===== config.mk =====
export PLATFORM = sky130hd
export DESIGN_NAME = nrp_front
export DESIGN_NICKNAME = d
export VERILOG_FILES = /design/src/rtl/assert_macros.svh /design/src/rtl/nrp_pkg.sv /design/src/rtl/nrp_front.sv
export SDC_FILE = /design/constraint.sdc
export NUM_CORES = 1
export LEC_CHECK = 0
export BUFFER_PORTS_ARGS = -buffer_cell sky130_fd_sc_hd__buf_2
export CAP_MARGIN = 20
export CORE_MARGIN = 2
export CORE_UTILIZATION = 61
export CTS_CLUSTER_SIZE = 25
export DETAILED_ROUTE_END_ITERATION = 6
export PLACE_DENSITY = 0.82
export REMOVE_ABC_BUFFERS = 1
export SYNTH_ARGS = -nofsm -noshare
export SYNTH_HDL_FRONTEND = slang
export SYNTH_SLANG_ARGS = --single-unit

===== constraint.sdc =====
create_clock -name clk -period 7.4 [get_ports clk]
set_input_delay 1.48 -clock clk [delete_from_list [all_inputs] [get_ports clk]]
set_output_delay 1.48 -clock clk [all_outputs]
set_load 0.05 [all_outputs]

===== src/rtl/assert_macros.svh =====
// Assertion helpers shared by the RTL; each expands to one labeled concurrent assertion
// clocked on clk and disabled while rst_n is low.
`ifndef ASSERT_MACROS_SVH
`define ASSERT_MACROS_SVH

// Same-cycle implication.
`define NRP_ASSERT_IMPL(name, ante, cons, msg) \
    name: assert property (@(posedge clk) disable iff (!rst_n) (ante) |-> (cons)) \
        else $error(msg);

// Next-cycle implication.
`define NRP_ASSERT_NEXT(name, ante, cons, msg) \
    name: assert property (@(posedge clk) disable iff (!rst_n) (ante) |=> (cons)) \
        else $error(msg);

`endif


===== src/rtl/nrp_pkg.sv =====
package nrp_pkg;

    localparam int NRP_LINE_MAX    = 128;
    localparam int NRP_FRAC_DIGITS = 5;

    // Characters past this position in a line are counted but not parsed
    localparam int unsigned NRP_PARSE_LIMIT = 127;

    // Field positions within a sentence
    localparam logic [3:0] NRP_FLD_FIX = 4'd2;
    localparam logic [3:0] NRP_FLD_LAT = 4'd3;
    localparam logic [3:0] NRP_FLD_NS  = 4'd4;
    localparam logic [3:0] NRP_FLD_LON = 4'd5;
    localparam logic [3:0] NRP_FLD_EW  = 4'd6;
    localparam logic [3:0] NRP_FLD_SAT = 4'd11;
    localparam logic [3:0] NRP_MIN_COMMAS = 4'd6;

    // ASCII codes
    localparam logic [7:0] NRP_CH_NUL   = 8'h00;
    localparam logic [7:0] NRP_CH_LF    = 8'h0A;
    localparam logic [7:0] NRP_CH_CR    = 8'h0D;
    localparam logic [7:0] NRP_CH_COMMA = 8'h2C;
    localparam logic [7:0] NRP_CH_POINT = 8'h2E;
    localparam logic [7:0] NRP_CH_ZERO  = 8'h30;
    localparam logic [7:0] NRP_CH_NINE  = 8'h39;
    localparam logic [7:0] NRP_CH_A     = 8'h41;
    localparam logic [7:0] NRP_CH_S     = 8'h53;
    localparam logic [7:0] NRP_CH_W     = 8'h57;

    localparam logic [31:0] NRP_SAT32   = 32'hFFFF_FFFF;
    localparam logic [31:0] NRP_MAG_MAX = 32'h7FFF_FFFF;
    localparam logic [23:0] NRP_UNITS   = 24'd10000000;

    // Reciprocal of 60 scaled by 2^32
    localparam logic [26:0] NRP_M60 = 27'((64'd1 << 32) / 64'd60);

    // Width of a power-of-ten factor up to 10^6
    localparam int NRP_FACT_W = 20;

    // Conversion pipeline depth, output register included
    localparam int NRP_STAGES = 9;

    localparam int NRP_Q_DEPTH = 2;

    typedef enum logic [2:0] {
        NRP_ST_OK       = 3'd0,
        NRP_ST_TOO_FEW  = 3'd1,
        NRP_ST_NO_FIX   = 3'd2,
        NRP_ST_EMPTY    = 3'd3,
        NRP_ST_ZERO     = 3'd4
    } nrp_status_t;

    // One closed line as handed from the parser to the converter
    typedef struct packed {
        nrp_status_t status;
        logic [31:0] lat_acc;
        logic [2:0]  lat_frac;
        logic [31:0] lon_acc;
        logic [2:0]  lon_frac;
        logic        south;
        logic        west;
    } nrp_rec_t;

    typedef struct packed {
        logic neg;
        logic kill;
    } nrp_tag_t;

    function automatic longint unsigned pow10(input int n);
        longint unsigned r;
        case (n)
            0:       r = 64'd1;
            1:       r = 64'd10;
            2:       r = 64'd100;
            3:       r = 64'd1000;
            4:       r = 64'd10000;
            5:       r = 64'd100000;
            6:       r = 64'd1000000;
            7:       r = 64'd10000000;
            default: r = 64'd1;
        endcase
        return r;
    endfunction

endpackage


===== src/rtl/nrp_front.sv =====
module nrp_front #(
    parameter int LINE_MAX    = nrp_pkg::NRP_LINE_MAX,
    parameter int FRAC_DIGITS = nrp_pkg::NRP_FRAC_DIGITS
) (
    input  logic              clk,
    input  logic              rst_n,
    input  logic              in_valid,
    output logic              in_ready,
    input  logic [7:0]        rx_byte,
    output logic              push_valid,
    input  logic              push_ready,
    output nrp_pkg::nrp_rec_t push_rec
);

    localparam int LEN_W = $clog2(LINE_MAX);

    logic [LEN_W-1:0] len_reg;
    logic [3:0]       fld_reg;
    logic [7:0]       fix_reg;
    logic [31:0]      lat_reg;
    logic [31:0]      lon_reg;
    logic [2:0]       frac_reg;
    logic             point_reg;
    logic             ended_reg;
    logic             latp_reg;
    logic             lonp_reg;
    logic             south_reg;
    logic             west_reg;
    logic [2:0]       lat_frac_reg;
    logic [2:0]       lon_frac_reg;

    logic [LEN_W-1:0] len_next;
    logic [3:0]       fld_next;
    logic [7:0]       fix_next;
    logic [31:0]      lat_next;
    logic [31:0]      lon_next;
    logic [2:0]       frac_next;
    logic             point_next;
    logic             ended_next;
    logic             latp_next;
    logic             lonp_next;
    logic             south_next;
    logic             west_next;
    logic [2:0]       lat_frac_next;
    logic [2:0]       lon_frac_next;

    logic        accept;
    logic        is_eol;
    logic        parse_ok;
    logic        is_digit;
    logic [7:0]  dval8;
    logic [31:0] acc_sel;
    logic [35:0] acc_x10;
    logic [31:0] acc_push;
    logic        close;

    assign accept   = in_valid && in_ready;
    assign in_ready = push_ready;

    always_comb
    begin
        is_eol   = (rx_byte == nrp_pkg::NRP_CH_CR) || (rx_byte == nrp_pkg::NRP_CH_LF);
        parse_ok = !is_eol && (32'(len_reg) < nrp_pkg::NRP_PARSE_LIMIT)
                   && (rx_byte != nrp_pkg::NRP_CH_NUL);
        is_digit = (rx_byte >= nrp_pkg::NRP_CH_ZERO) && (rx_byte <= nrp_pkg::NRP_CH_NINE);
        dval8    = rx_byte - nrp_pkg::NRP_CH_ZERO;
        acc_sel  = (fld_reg == nrp_pkg::NRP_FLD_LON) ? lon_reg : lat_reg;
        acc_x10  = (36'(acc_sel) << 3) + (36'(acc_sel) << 1) + 36'(dval8[3:0]);
        acc_push = (acc_x10 > 36'(nrp_pkg::NRP_SAT32)) ? nrp_pkg::NRP_SAT32 : acc_x10[31:0];

        fld_next      = fld_reg;
        fix_next      = fix_reg;
        lat_next      = lat_reg;
        lon_next      = lon_reg;
        frac_next     = frac_reg;
        point_next    = point_reg;
        ended_next    = ended_reg;
        latp_next     = latp_reg;
        lonp_next     = lonp_reg;
        south_next    = south_reg;
        west_next     = west_reg;
        lat_frac_next = lat_frac_reg;
        lon_frac_next = lon_frac_reg;

        if (parse_ok)
        begin
            if (rx_byte == nrp_pkg::NRP_CH_COMMA)
            begin
                if (fld_reg != nrp_pkg::NRP_FLD_SAT)
                begin
                    fld_next = fld_reg + 4'd1;
                end
                frac_next  = 3'd0;
                point_next = 1'b0;
                ended_next = 1'b0;
            end
            else
            begin
                case (fld_reg)
                    nrp_pkg::NRP_FLD_FIX:
                    begin
                        if (fix_reg == nrp_pkg::NRP_CH_NUL)
                        begin
                            fix_next = rx_byte;
                        end
                    end
                    nrp_pkg::NRP_FLD_LAT,
                    nrp_pkg::NRP_FLD_LON:
                    begin
                        if (fld_reg == nrp_pkg::NRP_FLD_LAT)
                        begin
                            latp_next = 1'b1;
                        end
                        else
                        begin
                            lonp_next = 1'b1;
                        end
                        if (!ended_reg)
                        begin
                            if (is_digit)
                            begin
                                // Drop fraction digits beyond the kept precision
                                if (!point_reg || (frac_reg < 3'(FRAC_DIGITS)))
                                begin
                                    if (fld_reg == nrp_pkg::NRP_FLD_LAT)
                                    begin
                                        lat_next = acc_push;
                                    end
                                    else
                                    begin
                                        lon_next = acc_push;
                                    end
                                    if (point_reg)
                                    begin
                                        frac_next = frac_reg + 3'd1;
                                        if (fld_reg == nrp_pkg::NRP_FLD_LAT)
                                        begin
                                            lat_frac_next = frac_reg + 3'd1;
                                        end
                                        else
                                        begin
                                            lon_frac_next = frac_reg + 3'd1;
                                        end
                                    end
                                end
                            end
                            else if ((rx_byte == nrp_pkg::NRP_CH_POINT) && !point_reg)
                            begin
                                point_next = 1'b1;
                            end
                            else
                            begin
                                ended_next = 1'b1;
                            end
                        end
                    end
                    nrp_pkg::NRP_FLD_NS:
                    begin
                        if (!ended_reg)
                        begin
                            south_next = (rx_byte == nrp_pkg::NRP_CH_S);
                        end
                        ended_next = 1'b1;
                    end
                    nrp_pkg::NRP_FLD_EW:
                    begin
                        if (!ended_reg)
                        begin
                            west_next = (rx_byte == nrp_pkg::NRP_CH_W);
                        end
                        ended_next = 1'b1;
                    end
                    default:
                    begin
                    end
                endcase
            end
        end

        len_next = is_eol ? len_reg : len_reg + LEN_W'(1);
        close    = is_eol ? (len_reg != '0) : (len_reg == LEN_W'(LINE_MAX - 2));

        if (fld_next < nrp_pkg::NRP_MIN_COMMAS)
        begin
            push_rec.status = nrp_pkg::NRP_ST_TOO_FEW;
        end
        else if (fix_next != nrp_pkg::NRP_CH_A)
        begin
            push_rec.status = nrp_pkg::NRP_ST_NO_FIX;
        end
        else if (!latp_next || !lonp_next)
        begin
            push_rec.status = nrp_pkg::NRP_ST_EMPTY;
        end
        else if ((lat_next == '0) || (lon_next == '0))
        begin
            push_rec.status = nrp_pkg::NRP_ST_ZERO;
        end
        else
        begin
            push_rec.status = nrp_pkg::NRP_ST_OK;
        end
        push_rec.lat_acc  = lat_next;
        push_rec.lat_frac = lat_frac_next;
        push_rec.lon_acc  = lon_next;
        push_rec.lon_frac = lon_frac_next;
        push_rec.south    = south_next;
        push_rec.west     = west_next;

        push_valid = accept && close;
    end

    always_ff @(posedge clk or negedge rst_n)
    begin
        if (!rst_n)
        begin
            len_reg      <= '0;
            fld_reg      <= '0;
            fix_reg      <= '0;
            lat_reg      <= '0;
            lon_reg      <= '0;
            frac_reg     <= '0;
            point_reg    <= 1'b0;
            ended_reg    <= 1'b0;
            latp_reg     <= 1'b0;
            lonp_reg     <= 1'b0;
            south_reg    <= 1'b0;
            west_reg     <= 1'b0;
            lat_frac_reg <= '0;
            lon_frac_reg <= '0;
        end
        else if (accept)
        begin
            if (close)
            begin
                len_reg      <= '0;
                fld_reg      <= '0;
                fix_reg      <= '0;
                lat_reg      <= '0;
                lon_reg      <= '0;
                frac_reg     <= '0;
                point_reg    <= 1'b0;
                ended_reg    <= 1'b0;
                latp_reg     <= 1'b0;
                lonp_reg     <= 1'b0;
                south_reg    <= 1'b0;
                west_reg     <= 1'b0;
                lat_frac_reg <= '0;
                lon_frac_reg <= '0;
            end
            else if (!is_eol)
            begin
                len_reg      <= len_next;
                fld_reg      <= fld_next;
                fix_reg      <= fix_next;
                lat_reg      <= lat_next;
                lon_reg      <= lon_next;
                frac_reg     <= frac_next;
                point_reg    <= point_next;
                ended_reg    <= ended_next;
                latp_reg     <= latp_next;
                lonp_reg     <= lonp_next;
                south_reg    <= south_next;
                west_reg     <= west_next;
                lat_frac_reg <= lat_frac_next;
                lon_frac_reg <= lon_frac_next;
            end
        end
    end

endmodule


==> results.json <==
{
  "ys_warn_count": 0,
  "synthCells": 1028,
  "nets": 1210,
  "irDropWorstVdd_mv": 0.1059,
  "gp_congestion": 0.9732,
  "track_usage": 0.3658,
  "path_clk_slew_ns": 0.07,
  "area_growth_pct": 14.67,
  "yosysTopAreaCell": "dfrtp_1",
  "share_comb_of_total_power": 0.074,
  "slowest_delay_ns": 0.45,
  "pin_count": 89,
  "setup_viol": 0,
  "synth_most_common_cell": "nor2_1",
  "final_util": 0.7106,
  "hold_class": "flop to flop",
  "critPathLaunchType": "flop",
  "cp-end-kind": "primary output",
  "antenna_found_initial": 0,
  "min_period_over_period": 0.9801,
  "fin_crit_ns": 7.252,
  "htree_levels": 3,
  "die_w_um": 122.1,
  "switchingPower_w": 0.0003184,
  "stdcell_area_um2": 9749,
  "hold_ws_ns": 0.5087,
  "finClkSkew_ns": 0.007786,
  "drt_iter0_drc": 837,
  "stdcell_count": 1310,
  "netlist_top_cells_area": "dfrtp_1 29%, ha_1 10%, a22o_1 7.1%",
  "wl_per_cell_um": 21.37,
  "ys_types": 75,
  "internal-power_w": 0.0008072,
  "pwr-share-seq": 0.505,
  "hold_viol": 0,
  "switching_share": 0.2829,
  "path_cells": "inv_1 > ha_2 > nand3b_4 > buf_4 > buf_12 > mux2_2 > ha_1 > ha_1 > o21ai_0 > o21bai_1 > o2111ai_1 > o2111ai_1 > o211ai_1 > nor3_4 > buf_4 > buf_4 > a31oi_1 > a211o_1 > nor4_1 > a22o_1 > buf_6",
  "antenna_cells": 0,
  "max_cap_violations": 0,
  "clock-sinks": 98,
  "start_util": 0.6197,
  "hpwl_um": 20980,
  "slew_viol_final": 0,
  "arrival_ns": 5.77,
  "first_pass_iters": 6,
  "viasPerCell": 6.739,
  "vias": 8828,
  "slew_headroom": 0.3974,
  "fillCellCount": 1129,
  "worst-setup-path-type": "flop to primary output",
  "cellLeakagePower_nw": 4.866,
  "p_clk_frac": 0.421,
  "syn_avg_cell_area_um2": 8.270,
  "grt_max_degree": 78,
  "async_flop_share": 1.000,
  "die_area_um2": 14900,
  "port_buffers": 88,
  "status": "finished clean",
  "die_y_um": 122.1,
  "dpl_cell_area_um2": 9283,
  "synth_flop_cell": "dfrtp_1",
  "grt_pass1_vias": 7942,
  "cts_buffers": 9,
  "synthTopCellsByCount": "109 x nor2_1, 98 x dfrtp_1, 95 x nand2_1",
  "critPathMaxFanout": 13,
  "power_density_nw_per_um2": 115.5,
  "synth_top_cell_area_share": 0.2884,
  "ys_seq_area_frac": 0.2884,
  "synthesis.area_um2": 8502,
  "coreArea_um2": 13720,
  "synth.ff_latch_count": 98,
  "drt-total-wl_um": 27990,
  "max_clock_freq_mhz": 137.9,
  "root_buffer": "clkbuf_16",
  "insertion_delay_ns": 0.36,
  "grt_overflow": 0,
  "cp_common_cell": "buf_4",
  "drive_gt1_frac": 0.2018,
  "core.rowCount": 43,
  "tns_ns": 0,
  "place_inst": 1278,
  "drt.antenna.violating_nets": 0,
  "crit_slowest_cell": "dfrtp_2",
  "grt_pass1_wl_um": 42230,
  "cts_buffer_depth": 2,
  "synth_edf_count": 0,
  "drc": 0,
  "cp.required_ns": 5.92,
  "worst_pin_slew_ns": 0.9038,
  "cts_tree": "done"
}
[placed cells by master, fill, tap and decap left out, types with 17 or more instances in the layout]
master | synthesis | final
a21oi_1 | 70 | 70
a22o_1 | 69 | 69
a31oi_1 | 26 | 26
buf_2 | 12 | 86
buf_4 | 3 | 58
dfrtp_1 | 98 | 97
ha_1 | 71 | 69
inv_1 | 28 | 28
mux2_2 | 36 | 36
nand2_1 | 95 | 95
nand3_1 | 17 | 17
nand4_1 | 18 | 18
nor2_1 | 109 | 108
nor3_1 | 42 | 41
o21ai_0 | 53 | 53
[final cells by class]
type                       count  area, µm²  area share
sequential                    98       2454      0.2517
clock inverter                 7      61.31    0.006289
clock buffer                   9      225.2     0.02310
multi-input combinational    839       5747      0.5895
tap                          180      225.2     0.02310
inverter                      29      108.9     0.01117
timing repair buffer         148      928.4     0.09523
[cell families (layout without fill, tap and decap cells)]
family | count (synthesis) | after routing | share of synthesized area
mux | 40 | 40 | 0.05386
buf+inv | 92 | 193 | 0.04371
compound gates | 331 | 331 | 0.2643
simple gates | 365 | 366 | 0.2106
xor+xnor | 29 | 29 | 0.02987
flops | 98 | 98 | 0.2884
fa+ha+maj | 73 | 73 | 0.1092
[what timing repair did]
item | 4_1_cts | 5_1_grt
cloned | 0 | 1
endpoints found under the setup margin | 1 | 1
pin swaps | 0 | 8
buffers inserted | 0 | 15
hold buffers | 0 | 0
gates resized for setup | 1 | 14
[power groups by stage]
stage	sequential (W)	combinational, W	clock [W]
6_report	0.000568	0.0000834	0.000474
5_1_grt	0.000572	0.0000939	0.000497
4_1_cts	0.000568	0.0000821	0.000472
3_5_place_dp	0.000578	0.0000814	0
3_3_place_gp	0.000577	0.0000807	0
2_1_floorplan	0.000574	0.0000443	0
[per-layer routing]
layer,global-route usage,routed length (µm),vias to the layer above,part of all wire
met2,0.5831,12760,514,0.46
met3,0.07491,2733,96,0.098
met5,0,0,-,0
met4,0.1408,1112,0,0.040
li1,-,-,4038,-
met1,0.4896,11380,4180,0.41
[worst max-delay path, delay by kind of cell, from the launching register on]
kind	cells	cell delay, ns
buffers and inverters	6	0.96
DFF	1	0.45
adders and majority gates	3	0.98
muxes	1	0.30
and+or+nand+nor	3	0.78
AOI/OAI and AO/OA	8	1.95
[final timing paths]
| check | start | end | slack [ns] | cells after the start |
|---|---|---|---|---|
| worst max-delay path | fld_reg[1] | push_rec[74] | 0.15 | 21 |
| worst max register to register | fld_reg[1] | lon_reg[7] | 2.43 | 19 |
| worst min-delay path | fix_reg[1] | fix_reg[1] | 0.51 | 2 |
| max in group asynchronous | rst_n | lat_reg[12] | 5.13 | 2 |
| min in group asynchronous | rst_n | lon_reg[20] | 1.12 | 1 |
| worst min register to register | fix_reg[1] | fix_reg[1] | 0.51 | 2 |
[stage by stage]
stage          total power (W)  worst slack (ns)
5_1_grt               0.001163          -0.01297
3_5_place_dp         0.0006597            0.1370
3_3_place_gp         0.0006578            0.1939
2_1_floorplan        0.0006186           -0.3844
6_report              0.001126            0.1476
4_1_cts               0.001122           0.01070
No activity file was read; power rests on OpenSTA's default activity.
