--- config.mk ---
export PLATFORM = sky130hd
export DESIGN_NAME = nrp_queue
export DESIGN_NICKNAME = d
export VERILOG_FILES = /design/src/rtl/assert_macros.svh /design/src/rtl/nrp_pkg.sv /design/src/rtl/nrp_queue.sv
export SDC_FILE = /design/constraint.sdc
export NUM_CORES = 1
export LEC_CHECK = 0
export ABC_AREA = 1
export BUFFER_PORTS_ARGS = -buffer_cell sky130_fd_sc_hd__clkbuf_2
export CELL_PAD_IN_SITES_DETAIL_PLACEMENT = 1
export CELL_PAD_IN_SITES_GLOBAL_PLACEMENT = 1
export CORE_ASPECT_RATIO = 1.1
export CORE_MARGIN = 8
export CORE_UTILIZATION = 41
export DETAILED_ROUTE_END_ITERATION = 10
export PLACE_DENSITY_LB_ADDON = 0.1
export SYNTH_ARGS = -nofsm -noshare
export SYNTH_HDL_FRONTEND = slang
export SYNTH_SLANG_ARGS = --single-unit
--- constraint.sdc ---
create_clock -name clk -period 5.7 [get_ports clk]
set_input_delay 1.14 -clock clk [delete_from_list [all_inputs] [get_ports clk]]
set_output_delay 1.14 -clock clk [all_outputs]
set_load 0.05 [all_outputs]
--- src/rtl/assert_macros.svh ---
// Assertion helpers shared by the RTL; each expands to one labeled concurrent assertion
// clocked on clk and disabled while rst_n is low.
`ifndef ASSERT_MACROS_SVH
`define ASSERT_MACROS_SVH

// Same-cycle implication.
`define NRP_ASSERT_IMPL(name, ante, cons, msg) \
    name: assert property (@(posedge clk) disable iff (!rst_n) (ante) |-> (cons)) \
        else $error(msg);

// Next-cycle implication.
`define NRP_ASSERT_NEXT(name, ante, cons, msg) \
    name: assert property (@(posedge clk) disable iff (!rst_n) (ante) |=> (cons)) \
        else $error(msg);

`endif

--- src/rtl/nrp_pkg.sv ---
package nrp_pkg;

    localparam int NRP_LINE_MAX    = 128;
    localparam int NRP_FRAC_DIGITS = 5;

    // Characters past this position in a line are counted but not parsed
    localparam int unsigned NRP_PARSE_LIMIT = 127;

    // Field positions within a sentence
    localparam logic [3:0] NRP_FLD_FIX = 4'd2;
    localparam logic [3:0] NRP_FLD_LAT = 4'd3;
    localparam logic [3:0] NRP_FLD_NS  = 4'd4;
    localparam logic [3:0] NRP_FLD_LON = 4'd5;
    localparam logic [3:0] NRP_FLD_EW  = 4'd6;
    localparam logic [3:0] NRP_FLD_SAT = 4'd11;
    localparam logic [3:0] NRP_MIN_COMMAS = 4'd6;

    // ASCII codes
    localparam logic [7:0] NRP_CH_NUL   = 8'h00;
    localparam logic [7:0] NRP_CH_LF    = 8'h0A;
    localparam logic [7:0] NRP_CH_CR    = 8'h0D;
    localparam logic [7:0] NRP_CH_COMMA = 8'h2C;
    localparam logic [7:0] NRP_CH_POINT = 8'h2E;
    localparam logic [7:0] NRP_CH_ZERO  = 8'h30;
    localparam logic [7:0] NRP_CH_NINE  = 8'h39;
    localparam logic [7:0] NRP_CH_A     = 8'h41;
    localparam logic [7:0] NRP_CH_S     = 8'h53;
    localparam logic [7:0] NRP_CH_W     = 8'h57;

    localparam logic [31:0] NRP_SAT32   = 32'hFFFF_FFFF;
    localparam logic [31:0] NRP_MAG_MAX = 32'h7FFF_FFFF;
    localparam logic [23:0] NRP_UNITS   = 24'd10000000;

    // Reciprocal of 60 scaled by 2^32
    localparam logic [26:0] NRP_M60 = 27'((64'd1 << 32) / 64'd60);

    // Width of a power-of-ten factor up to 10^6
    localparam int NRP_FACT_W = 20;

    // Conversion pipeline depth, output register included
    localparam int NRP_STAGES = 9;

    localparam int NRP_Q_DEPTH = 2;

    typedef enum logic [2:0] {
        NRP_ST_OK       = 3'd0,
        NRP_ST_TOO_FEW  = 3'd1,
        NRP_ST_NO_FIX   = 3'd2,
        NRP_ST_EMPTY    = 3'd3,
        NRP_ST_ZERO     = 3'd4
    } nrp_status_t;

    // One closed line as handed from the parser to the converter
    typedef struct packed {
        nrp_status_t status;
        logic [31:0] lat_acc;
        logic [2:0]  lat_frac;
        logic [31:0] lon_acc;
        logic [2:0]  lon_frac;
        logic        south;
        logic        west;
    } nrp_rec_t;

    typedef struct packed {
        logic neg;
        logic kill;
    } nrp_tag_t;

    function automatic longint unsigned pow10(input int n);
        longint unsigned r;
        case (n)
            0:       r = 64'd1;
            1:       r = 64'd10;
            2:       r = 64'd100;
            3:       r = 64'd1000;
            4:       r = 64'd10000;
            5:       r = 64'd100000;
            6:       r = 64'd1000000;
            7:       r = 64'd10000000;
            default: r = 64'd1;
        endcase
        return r;
    endfunction

endpackage

--- src/rtl/nrp_queue.sv ---
module nrp_queue (
    input  logic              clk,
    input  logic              rst_n,
    input  logic              wr_valid,
    output logic              wr_ready,
    input  nrp_pkg::nrp_rec_t wr_rec,
    output logic              rd_valid,
    input  logic              rd_ready,
    output nrp_pkg::nrp_rec_t rd_rec,
    output logic [$clog2(nrp_pkg::NRP_Q_DEPTH+1)-1:0] count
);

    localparam int DEPTH = nrp_pkg::NRP_Q_DEPTH;
    localparam int PTR_W = (DEPTH > 1) ? $clog2(DEPTH) : 1;
    localparam int CNT_W = $clog2(DEPTH + 1);

    nrp_pkg::nrp_rec_t  mem_reg [DEPTH];
    logic [PTR_W-1:0]   wr_ptr_reg;
    logic [PTR_W-1:0]   rd_ptr_reg;
    logic [CNT_W-1:0]   cnt_reg;
    logic               do_wr;
    logic               do_rd;

    assign wr_ready = (cnt_reg != CNT_W'(DEPTH));
    assign rd_valid = (cnt_reg != '0);
    assign rd_rec   = mem_reg[rd_ptr_reg];
    assign count    = cnt_reg;
    assign do_wr    = wr_valid && wr_ready;
    assign do_rd    = rd_valid && rd_ready;

    always_ff @(posedge clk)
    begin
        if (do_wr)
        begin
            mem_reg[wr_ptr_reg] <= wr_rec;
        end
    end

    always_ff @(posedge clk or negedge rst_n)
    begin
        if (!rst_n)
        begin
            wr_ptr_reg <= '0;
            rd_ptr_reg <= '0;
            cnt_reg    <= '0;
        end
        else
        begin
            if (do_wr)
            begin
                wr_ptr_reg <= (wr_ptr_reg == PTR_W'(DEPTH - 1)) ? '0 : wr_ptr_reg + PTR_W'(1);
            end
            if (do_rd)
            begin
                rd_ptr_reg <= (rd_ptr_reg == PTR_W'(DEPTH - 1)) ? '0 : rd_ptr_reg + PTR_W'(1);
            end
            if (do_wr && !do_rd)
            begin
                cnt_reg <= cnt_reg + CNT_W'(1);
            end
            else if (do_rd && !do_wr)
            begin
                cnt_reg <= cnt_reg - CNT_W'(1);
            end
        end
    end

endmodule

==> results of run 1 <==
==> cells by family after synthesis <==
group,synth area share
and+or+nand+nor,0.159
buffers and inverters,0.0270
adders and majority gates,0.00220
DFF,0.809
xor gates and xnor gates,0.00308
==> layout make-up <==
cell class	instances	area, um2	share of cell area
Clock buffer	25	455	0.0639
Inverter	7	26.3	0.00369
Multi-Input combinational cell	243	951	0.134
Clock inverter	6	25.0	0.00351
Timing Repair Buffer	162	823	0.116
Tap cell	188	235	0.0330
Sequential cell	154	4610	0.647
==> Yosys cell counts, drive strengths merged <==
master,n,share of area
ha,1,0.0022
edfxtp,150,0.79
xor2,1,0.0015
buf,17,0.022
nand4,1,0.0011
xnor2,1,0.0015
dfrtp,4,0.018
nor2,2,0.0013
inv,7,0.0046
nand2,235,0.15
nand3,2,0.0018
==> per-stage QoR <==
step / instances / cell area (um2) / setup slack, ps / utilization
after floorplan: 421 / 5690 / 649 / -
after global placement: 754 / 6640 / 2440 / 0.485
after detailed placement: 754 / 6640 / 2390 / 0.485
after CTS: 785 / 7120 / 2040 / 0.521
after global routing: 785 / 7120 / 1940 / 0.521
final: 785 / 7120 / 2170 / 0.521
==> per-layer routing <==
layer	up-vias	part of all wire
li1	1740	-
met2	110	0.52
met1	1754	0.39
met5	-	0
met4	0	0.017
met3	17	0.071
==> final timing paths <==
kind	end	slack, ps	startpoint	cells after the start
min	count[0]	530	rst_n	1
max reg2reg	mem_reg[0][41]	3080	count[0]	5
max in group asynchronous	rd_ptr_reg	5030	rst_n	1
min reg2reg	count[0]	540	count[0]	1
min in group clk	count[0]	540	count[0]	1
max	rd_rec[61]	2170	rd_ptr_reg	5
==> run metrics, run 1 <==
number of detailed-route iterations in the first pass 4; setup violators final 0; Slew Limit Fails 0; crit-path leading delay family buffers and inverters; Yosys cell types 14; hold-fix buffers at CTS 0; number of flip-flops in the largest register 150; CTS tree done; Mean Syn Cell Area 13.5 um2; clk slew on worst S/H paths 60 ps; commonest non-fill, non-tap cells in the layout 235 x nand2_1, 157 x clkbuf_2, 150 x edfxtp_1; status completed; critical path's slowest cell inv_2; core area 13700 um2; Fillers 1488; Hold Violations, Final 0; via/cell ratio 4.61; Clock Latency Late Sink 410 ps; most used cell, CP nand2_1; routed wire length 13.3 mm; Worst path max stage delay 570 ps; fin crit period 3530 ps; IO Count 158; met2 usage 0.261; post-CTS setup buffers 0; Layout area overhead 25.1%; Post-DRT Antenna Nets 0; CTS root buf clkbuf_16; nature of the critical path startpoint register; final worst path period share 0.619; setup skew after layout 4.43 ps; HPWL after DPL 9.06 mm; unrepaired setup endpoints after global routing false; drt wl/cell 17.0 um; vias in the first global route 4014; synthesized net count 501; fraction of layout cells with a size suffix above 1 0.310; yosys warns 0; vias 3621; Worst Hold Class input pin to asynchronous set/reset pin; GRT met3 Usage 0.0516; Starting Density 0.416; total overflow reported by the global router 0; Worst setup EP type output port; Yosys reg bits 154; GP Congestion 0.684; First DRT Iteration DRCs 222; largest net degree at the start of global routing 77; Max clock buf depth 2; worst slew pin tran 1080 ps; DR DRC count 0; global-route wire length before repair 20.6 mm; IO Port Bufs 157; post-cts resize count 0; Mapped Area 5690 um2; TNS Setup 0 ps; die area 17900 um2; worst path buffer plus inverter count 3; Die Y 140 um; top achievable clock speed 0.283 GHz; sinks on the clock net 154; most common cell after layout, fill and taps aside nand2_1; crit-path cells inv_2, buf_4, nand2_1, nand2_1, clkbuf_2; register area share after synthesis 0.809; GRT met1 Usage 0.166; Required @ worst endpoint 4560 ps; Slew HR 0.277; nets 665; number of max-cap violations 0; worst hold slack 525 ps; CTS Buf Count 17; Crit path arrival time 2390 ps; Top Usage Layer GRT met2; crit path kind register to output port; diode count 0; FP Rows 45; GRT Overall Usage 0.152; initial antenna violation count 0; die width 128 um; CTS H-tree lvls 4; Worst Path Max Fanout 42; gate count after technology mapping 421
Power of run 1 is left out: the tool's default activity adds up to more than one toggle a clock period on the data nets, which glitch-free logic cannot reach.
==> inputs of run 2 (changes only) <==
- ABC_AREA: 1 -> 0
- CORE_UTILIZATION: 41 -> 44
- clock period: 5.7 -> 3.5 ns (I/O delays scaled with it)
==> run 2 against run 1 <==
Clock skew grew 1.8 ps. Via count is 20% lower. Sequential share of layout area is 1.8 points lower. Core utilization is 4.4 points higher. Setup slack worse by 1400 ps. Design area rose by 2.9%. Global-route usage decreased by 0.86 points. Critical path type unchanged. Largest cell class unchanged.
==> run metrics, run 2 <==
status completed; worst hold slack 96.2 ps; setup skew after layout 6.27 ps; number of detailed-route iterations in the first pass 4; multiplexer share of the synthesized area 0.173; peak supply drop 0.000545 V; P per Cell Area 1040 nW/um2; crit path kind register to output port; Slew HR 0.291; Total Power 7650 uW; DR DRC count 0; post-synth top area cell edfxtp_1; Mapped Area 5760 um2; Compound-Gate Fraction of Synth Area 0; Crit path arrival time 2030 ps; GRT Overall Usage 0.143; Layout area overhead 27.2%; global-route wire length before repair 18.4 mm; CTS Buf Count 17; register area share after synthesis 0.799; Clock Latency Late Sink 400 ps; CTS tree done; P_sw 3090 uW; via/cell ratio 4.83; die area 17000 um2; HPWL after DPL 8.21 mm; number of flip-flops in the largest register 150; unrepaired setup endpoints after global routing false; met3 wire length 856 um; synthesized net count 331; Worst Hold Class input pin to asynchronous set/reset pin; sinks on the clock net 154; CTS root buf clkbuf_16; yosys warns 0; vias in the first global route 3380; Starting Density 0.443; asr flop ratio synth 0.0260; drt wl/cell 20.0 um; clk slew on worst S/H paths 60 ps; Reg power frac 0.355; most common cell after layout, fill and taps aside clkbuf_2; GP Congestion 0.689; Hold Violations, Final 0; routed wire length 11.9 mm; Max clock buf depth 2; Post-synth top cells 150 x edfxtp_1, 40 x mux2_4, 35 x mux2_2; Clk pwr share 0.236; vias 2884; FF-to-FF path depth 2; core area 13000 um2; Worst Path Max Fanout 22; total overflow reported by the global router 0; Worst setup EP type output port; final worst path period share 0.780; Comb power frac 0.409; gate count after technology mapping 251; Post-DRT Antenna Nets 0; Post-Place Worst Slack 1180 ps; fraction of layout cells with a size suffix above 1 0.615; Yosys reg bits 154; Mean Syn Cell Area 23.0 um2; met1 wire length 4.78 mm; fin crit period 2730 ps; largest net degree at the start of global routing 76; met2 wire len 6.22 mm; most frequent cell after synthesis edfxtp_1; die width 125 um; top sig layer met4; final worst slack 771 ps; Post-Synth XOR/XNOR Area 0.00760; FP Rows 44; IO Port Bufs 157; Synth Area in Simple Gates 0.00586; worst slew pin tran 1060 ps; Post-synth EDFFs 150; post-cts resize count 0; nets 504; Yosys cell types 16; diode count 0; Die Y 136 um; setup violators final 0; top achievable clock speed 0.366 GHz; Synth top area share 0.782; Slew Limit Fails 0; IO Count 158; CTS H-tree lvls 4; nature of the critical path startpoint register; top post-synthesis cells by area edfxtp_1 78%, mux2_4 10%, mux2_2 6.8%, dfrtp_1 1.7%, buf_6 0.78%; commonest register cell after synthesis edfxtp_1; largest family of logic cells by synthesized area multiplexers; post-synthesis adder-cell area fraction 0.00217; initial antenna violation count 0; Cell Int Power 4560 uW; LEAKAGE 0.00291 uW; hold-fix buffers at CTS 0; Required @ worst endpoint 2800 ps; TNS Setup 0 ps; Sw Share 0.404; number of max-cap violations 0; First DRT Iteration DRCs 151; commonest non-fill, non-tap cells in the layout 157 x clkbuf_2, 150 x edfxtp_1, 40 x mux2_4; post-CTS setup buffers 0
-- run 2: cell types whose count changed after synthesis, moves of 2 or more --
cell	change
mux2_4	+40
buf_6	-2
mux2_2	+35
nand2_1	-233
buf_2	-6
xnor2_1	+2
nand3_1	-2
inv_1	-5
-- run 2: worst paths after layout --
kind / endpoint / slack [ps] / start
min in group clk: mem_reg[1][49] / 480 / wr_rec[49]
max reg2reg: mem_reg[1][39] / 1510 / count[0]
min reg2reg: wr_ptr_reg / 560 / wr_ptr_reg
max: rd_rec[71] / 770 / rd_ptr_reg
min: wr_ptr_reg / 100 / rst_n
max in group asynchronous: rd_ptr_reg / 3260 / rst_n
-- run 2: layer usage --
layer  up-vias  track usage
met5         -            0
met4         0       0.0467
met3         8       0.0651
met2        98        0.250
met1      1429        0.153
li1       1349            -
-- run 2: critical path, cell delays in order (launching register included) --
cell	delay [ps]
dfrtp_4	670
buf_4	350
mux2_2	370
clkbuf_2	240
-- run 2: metrics by stage --
stage	utilization	cells	instance area, um2
6_report	0.564	597	7330
2_1_floorplan	-	251	5770
3_5_place_dp	0.519	566	6750
3_3_place_gp	0.519	566	6750
4_1_cts	0.564	597	7330
5_1_grt	0.564	597	7330
-- run 2: final cells by class --
class / count / area [um2]
Multi-Input combinational cell: 88 / 1100
Timing Repair Buffer: 162 / 836
Clock inverter: 12 / 149
Clock buffer: 19 / 433
Fill cell: 1205 / 5660
Tap cell: 161 / 201
Sequential cell: 154 / 4610
Inverter: 1 / 3.75
-- run 2: kinds of logic (layout without fill, tap and decap cells) --
logic type / after synthesis / after routing
flops: 154 / 154
mux: 75 / 75
buf+inv: 9 / 194
simple gates: 7 / 7
xor+xnor: 5 / 5
fa+ha+maj: 1 / 1
-- run 2: power by group through the flow --
| stage | registers, uW | clock network (uW) | logic [uW] |
|---|---|---|---|
| after global placement | 2730 | 0 | 3170 |
| after CTS | 2730 | 1860 | 3200 |
| final | 2720 | 1800 | 3130 |
| after global routing | 2760 | 1920 | 3290 |
| after floorplan | 2690 | 0 | 2560 |
| after detailed placement | 2760 | 0 | 3180 |
Note: power is estimated with default switching activity, not from simulation.
==> inputs of run 3 (changes only) <==
- clock period: 3.5 -> 2.81 ns (I/O delays scaled with it)
==> run 3 against run 2 <==
Core utilization up 0.39 points. Setup slack got worse by 310 ps. Critical path depth did not move. Highest routed layer unchanged.
==> run metrics, run 3 (synthesis gave the netlist of run 2 again) <==
r2r startpoint count[0]; CTS H-tree lvls 4; worst r2r dst mem_reg[0][20]; IO Port Bufs 157; CTS tree done; number of max-cap violations 0; commonest non-fill, non-tap cells in the layout 157 x clkbuf_2, 150 x edfxtp_1, 40 x mux2_4; status completed; Hold EP mem_reg[0][58]; TNS Setup 0 ps; FP Rows 44; flop-to-flop setup slack 1030 ps; WHS Path Cells 1; fraction of layout cells with a size suffix above 1 0.613; Clock Latency Late Sink 420 ps; Starting Density 0.443; GP Congestion 0.672; Max clock buf depth 2; GRT Overall Usage 0.147; unrepaired setup endpoints after global routing false; die width 125 um; vias 2920; core area 13000 um2; Hold Violations, Final 0; post-CTS setup buffers 0; most common cell after layout, fill and taps aside clkbuf_2; global-route wire length before repair 18.4 mm; First DRT Iteration DRCs 111; number of detailed-route iterations in the first pass 4; CTS root buf clkbuf_16; Post-DRT Antenna Nets 0; IO Count 158; final std cells w/o fill 598; fin crit period 2350 ps; total overflow reported by the global router 0; number of flip-flops in the largest register 150; worst slew pin tran 681 ps; Crit path arrival time 1790 ps; nature of the critical path startpoint register; Slew HR 0.546; FF-to-FF path depth 4; routed wire length 12.0 mm; final worst path period share 0.838; vias in the first global route 3327; via/cell ratio 4.88; Die Y 136 um; diode count 0; Worst Path Max Fanout 41; Required @ worst endpoint 2250 ps; P per Cell Area 1300 nW/um2; post-cts resize count 0; setup skew after layout 7.88 ps; Slew Limit Fails 0; Worst Hold Class input pin to register; peak supply drop 0.000726 V; DR DRC count 0; CTS Buf Count 17; largest net degree at the start of global routing 49; initial antenna violation count 0; setup violators final 0; Layout area overhead 28.1%; drt wl/cell 20.1 um; clk slew on worst S/H paths 60 ps; hold path startpoint wr_rec[58]; crit path kind register to output port; Post-Place Worst Slack 884 ps; top achievable clock speed 0.425 GHz; Worst setup EP type output port; Fillers 1190; die area 17000 um2; placed instance count 567; sinks on the clock net 154; Final Cell Area 7380 um2; final worst slack 456 ps; LEAKAGE 0.00294 uW; worst hold slack 327 ps; Post-Place Cell Area 6780 um2; nets 506
run 3: through the flow:
| step | power (uW) | utilization |
|---|---|---|
| CTS | 9760 | 0.568 |
| global placement | 7380 | 0.522 |
| finish | 9620 | 0.568 |
| detailed placement | 7450 | 0.522 |
| global route | 9990 | 0.568 |
| floorplan | 6550 | - |
run 3: worst max path at each step:
stage / endpoint / from / cells after the start
after floorplan: mem_reg[0][0] / count[1] / 3
after global placement: rd_rec[2] / rd_ptr_reg / 3
after detailed placement: rd_rec[2] / rd_ptr_reg / 3
after CTS: rd_rec[2] / rd_ptr_reg / 3
after global routing: rd_rec[74] / rd_ptr_reg / 3
final: rd_rec[2] / rd_ptr_reg / 3
run 3: worst max-delay path: stages, from the launching register on:
cell,delay [ps]
dfrtp_4,440
buf_12,270
mux2_2,390
clkbuf_2,240
run 3: routing by layer:
layer	global-route usage	part of all wire	wire length, um	up-vias
met5	0	0	0	-
li1	-	-	-	1343
met3	0.0624	0.071	859	17
met4	0.0812	0.019	230	0
met2	0.246	0.52	6190	101
met1	0.156	0.39	4740	1459
run 3: area by class of cell:
type | count | area [um2] | area share
sequential | 154 | 4610 | 0.625
multi-input combinational | 88 | 1100 | 0.149
timing repair buffer | 164 | 878 | 0.119
clock buffer | 18 | 429 | 0.0582
tap | 161 | 201 | 0.0273
clock inverter | 12 | 156 | 0.0212
inverter | 1 | 3.75 | 0.000509
run 3: repair_timing:
action / in CTS / in global routing
hold buffers: 1 / 0
endpoints found under the setup margin: 0 / 0
hold endpoints to repair: 4 / 0
run 3: power by group:
group	switching, uW	internal (uW)	leakage, uW	total [uW]
combinational	2850	1180	0.00121	4040
sequential	157	3150	0.00144	3310
clock	818	1450	0.000283	2270
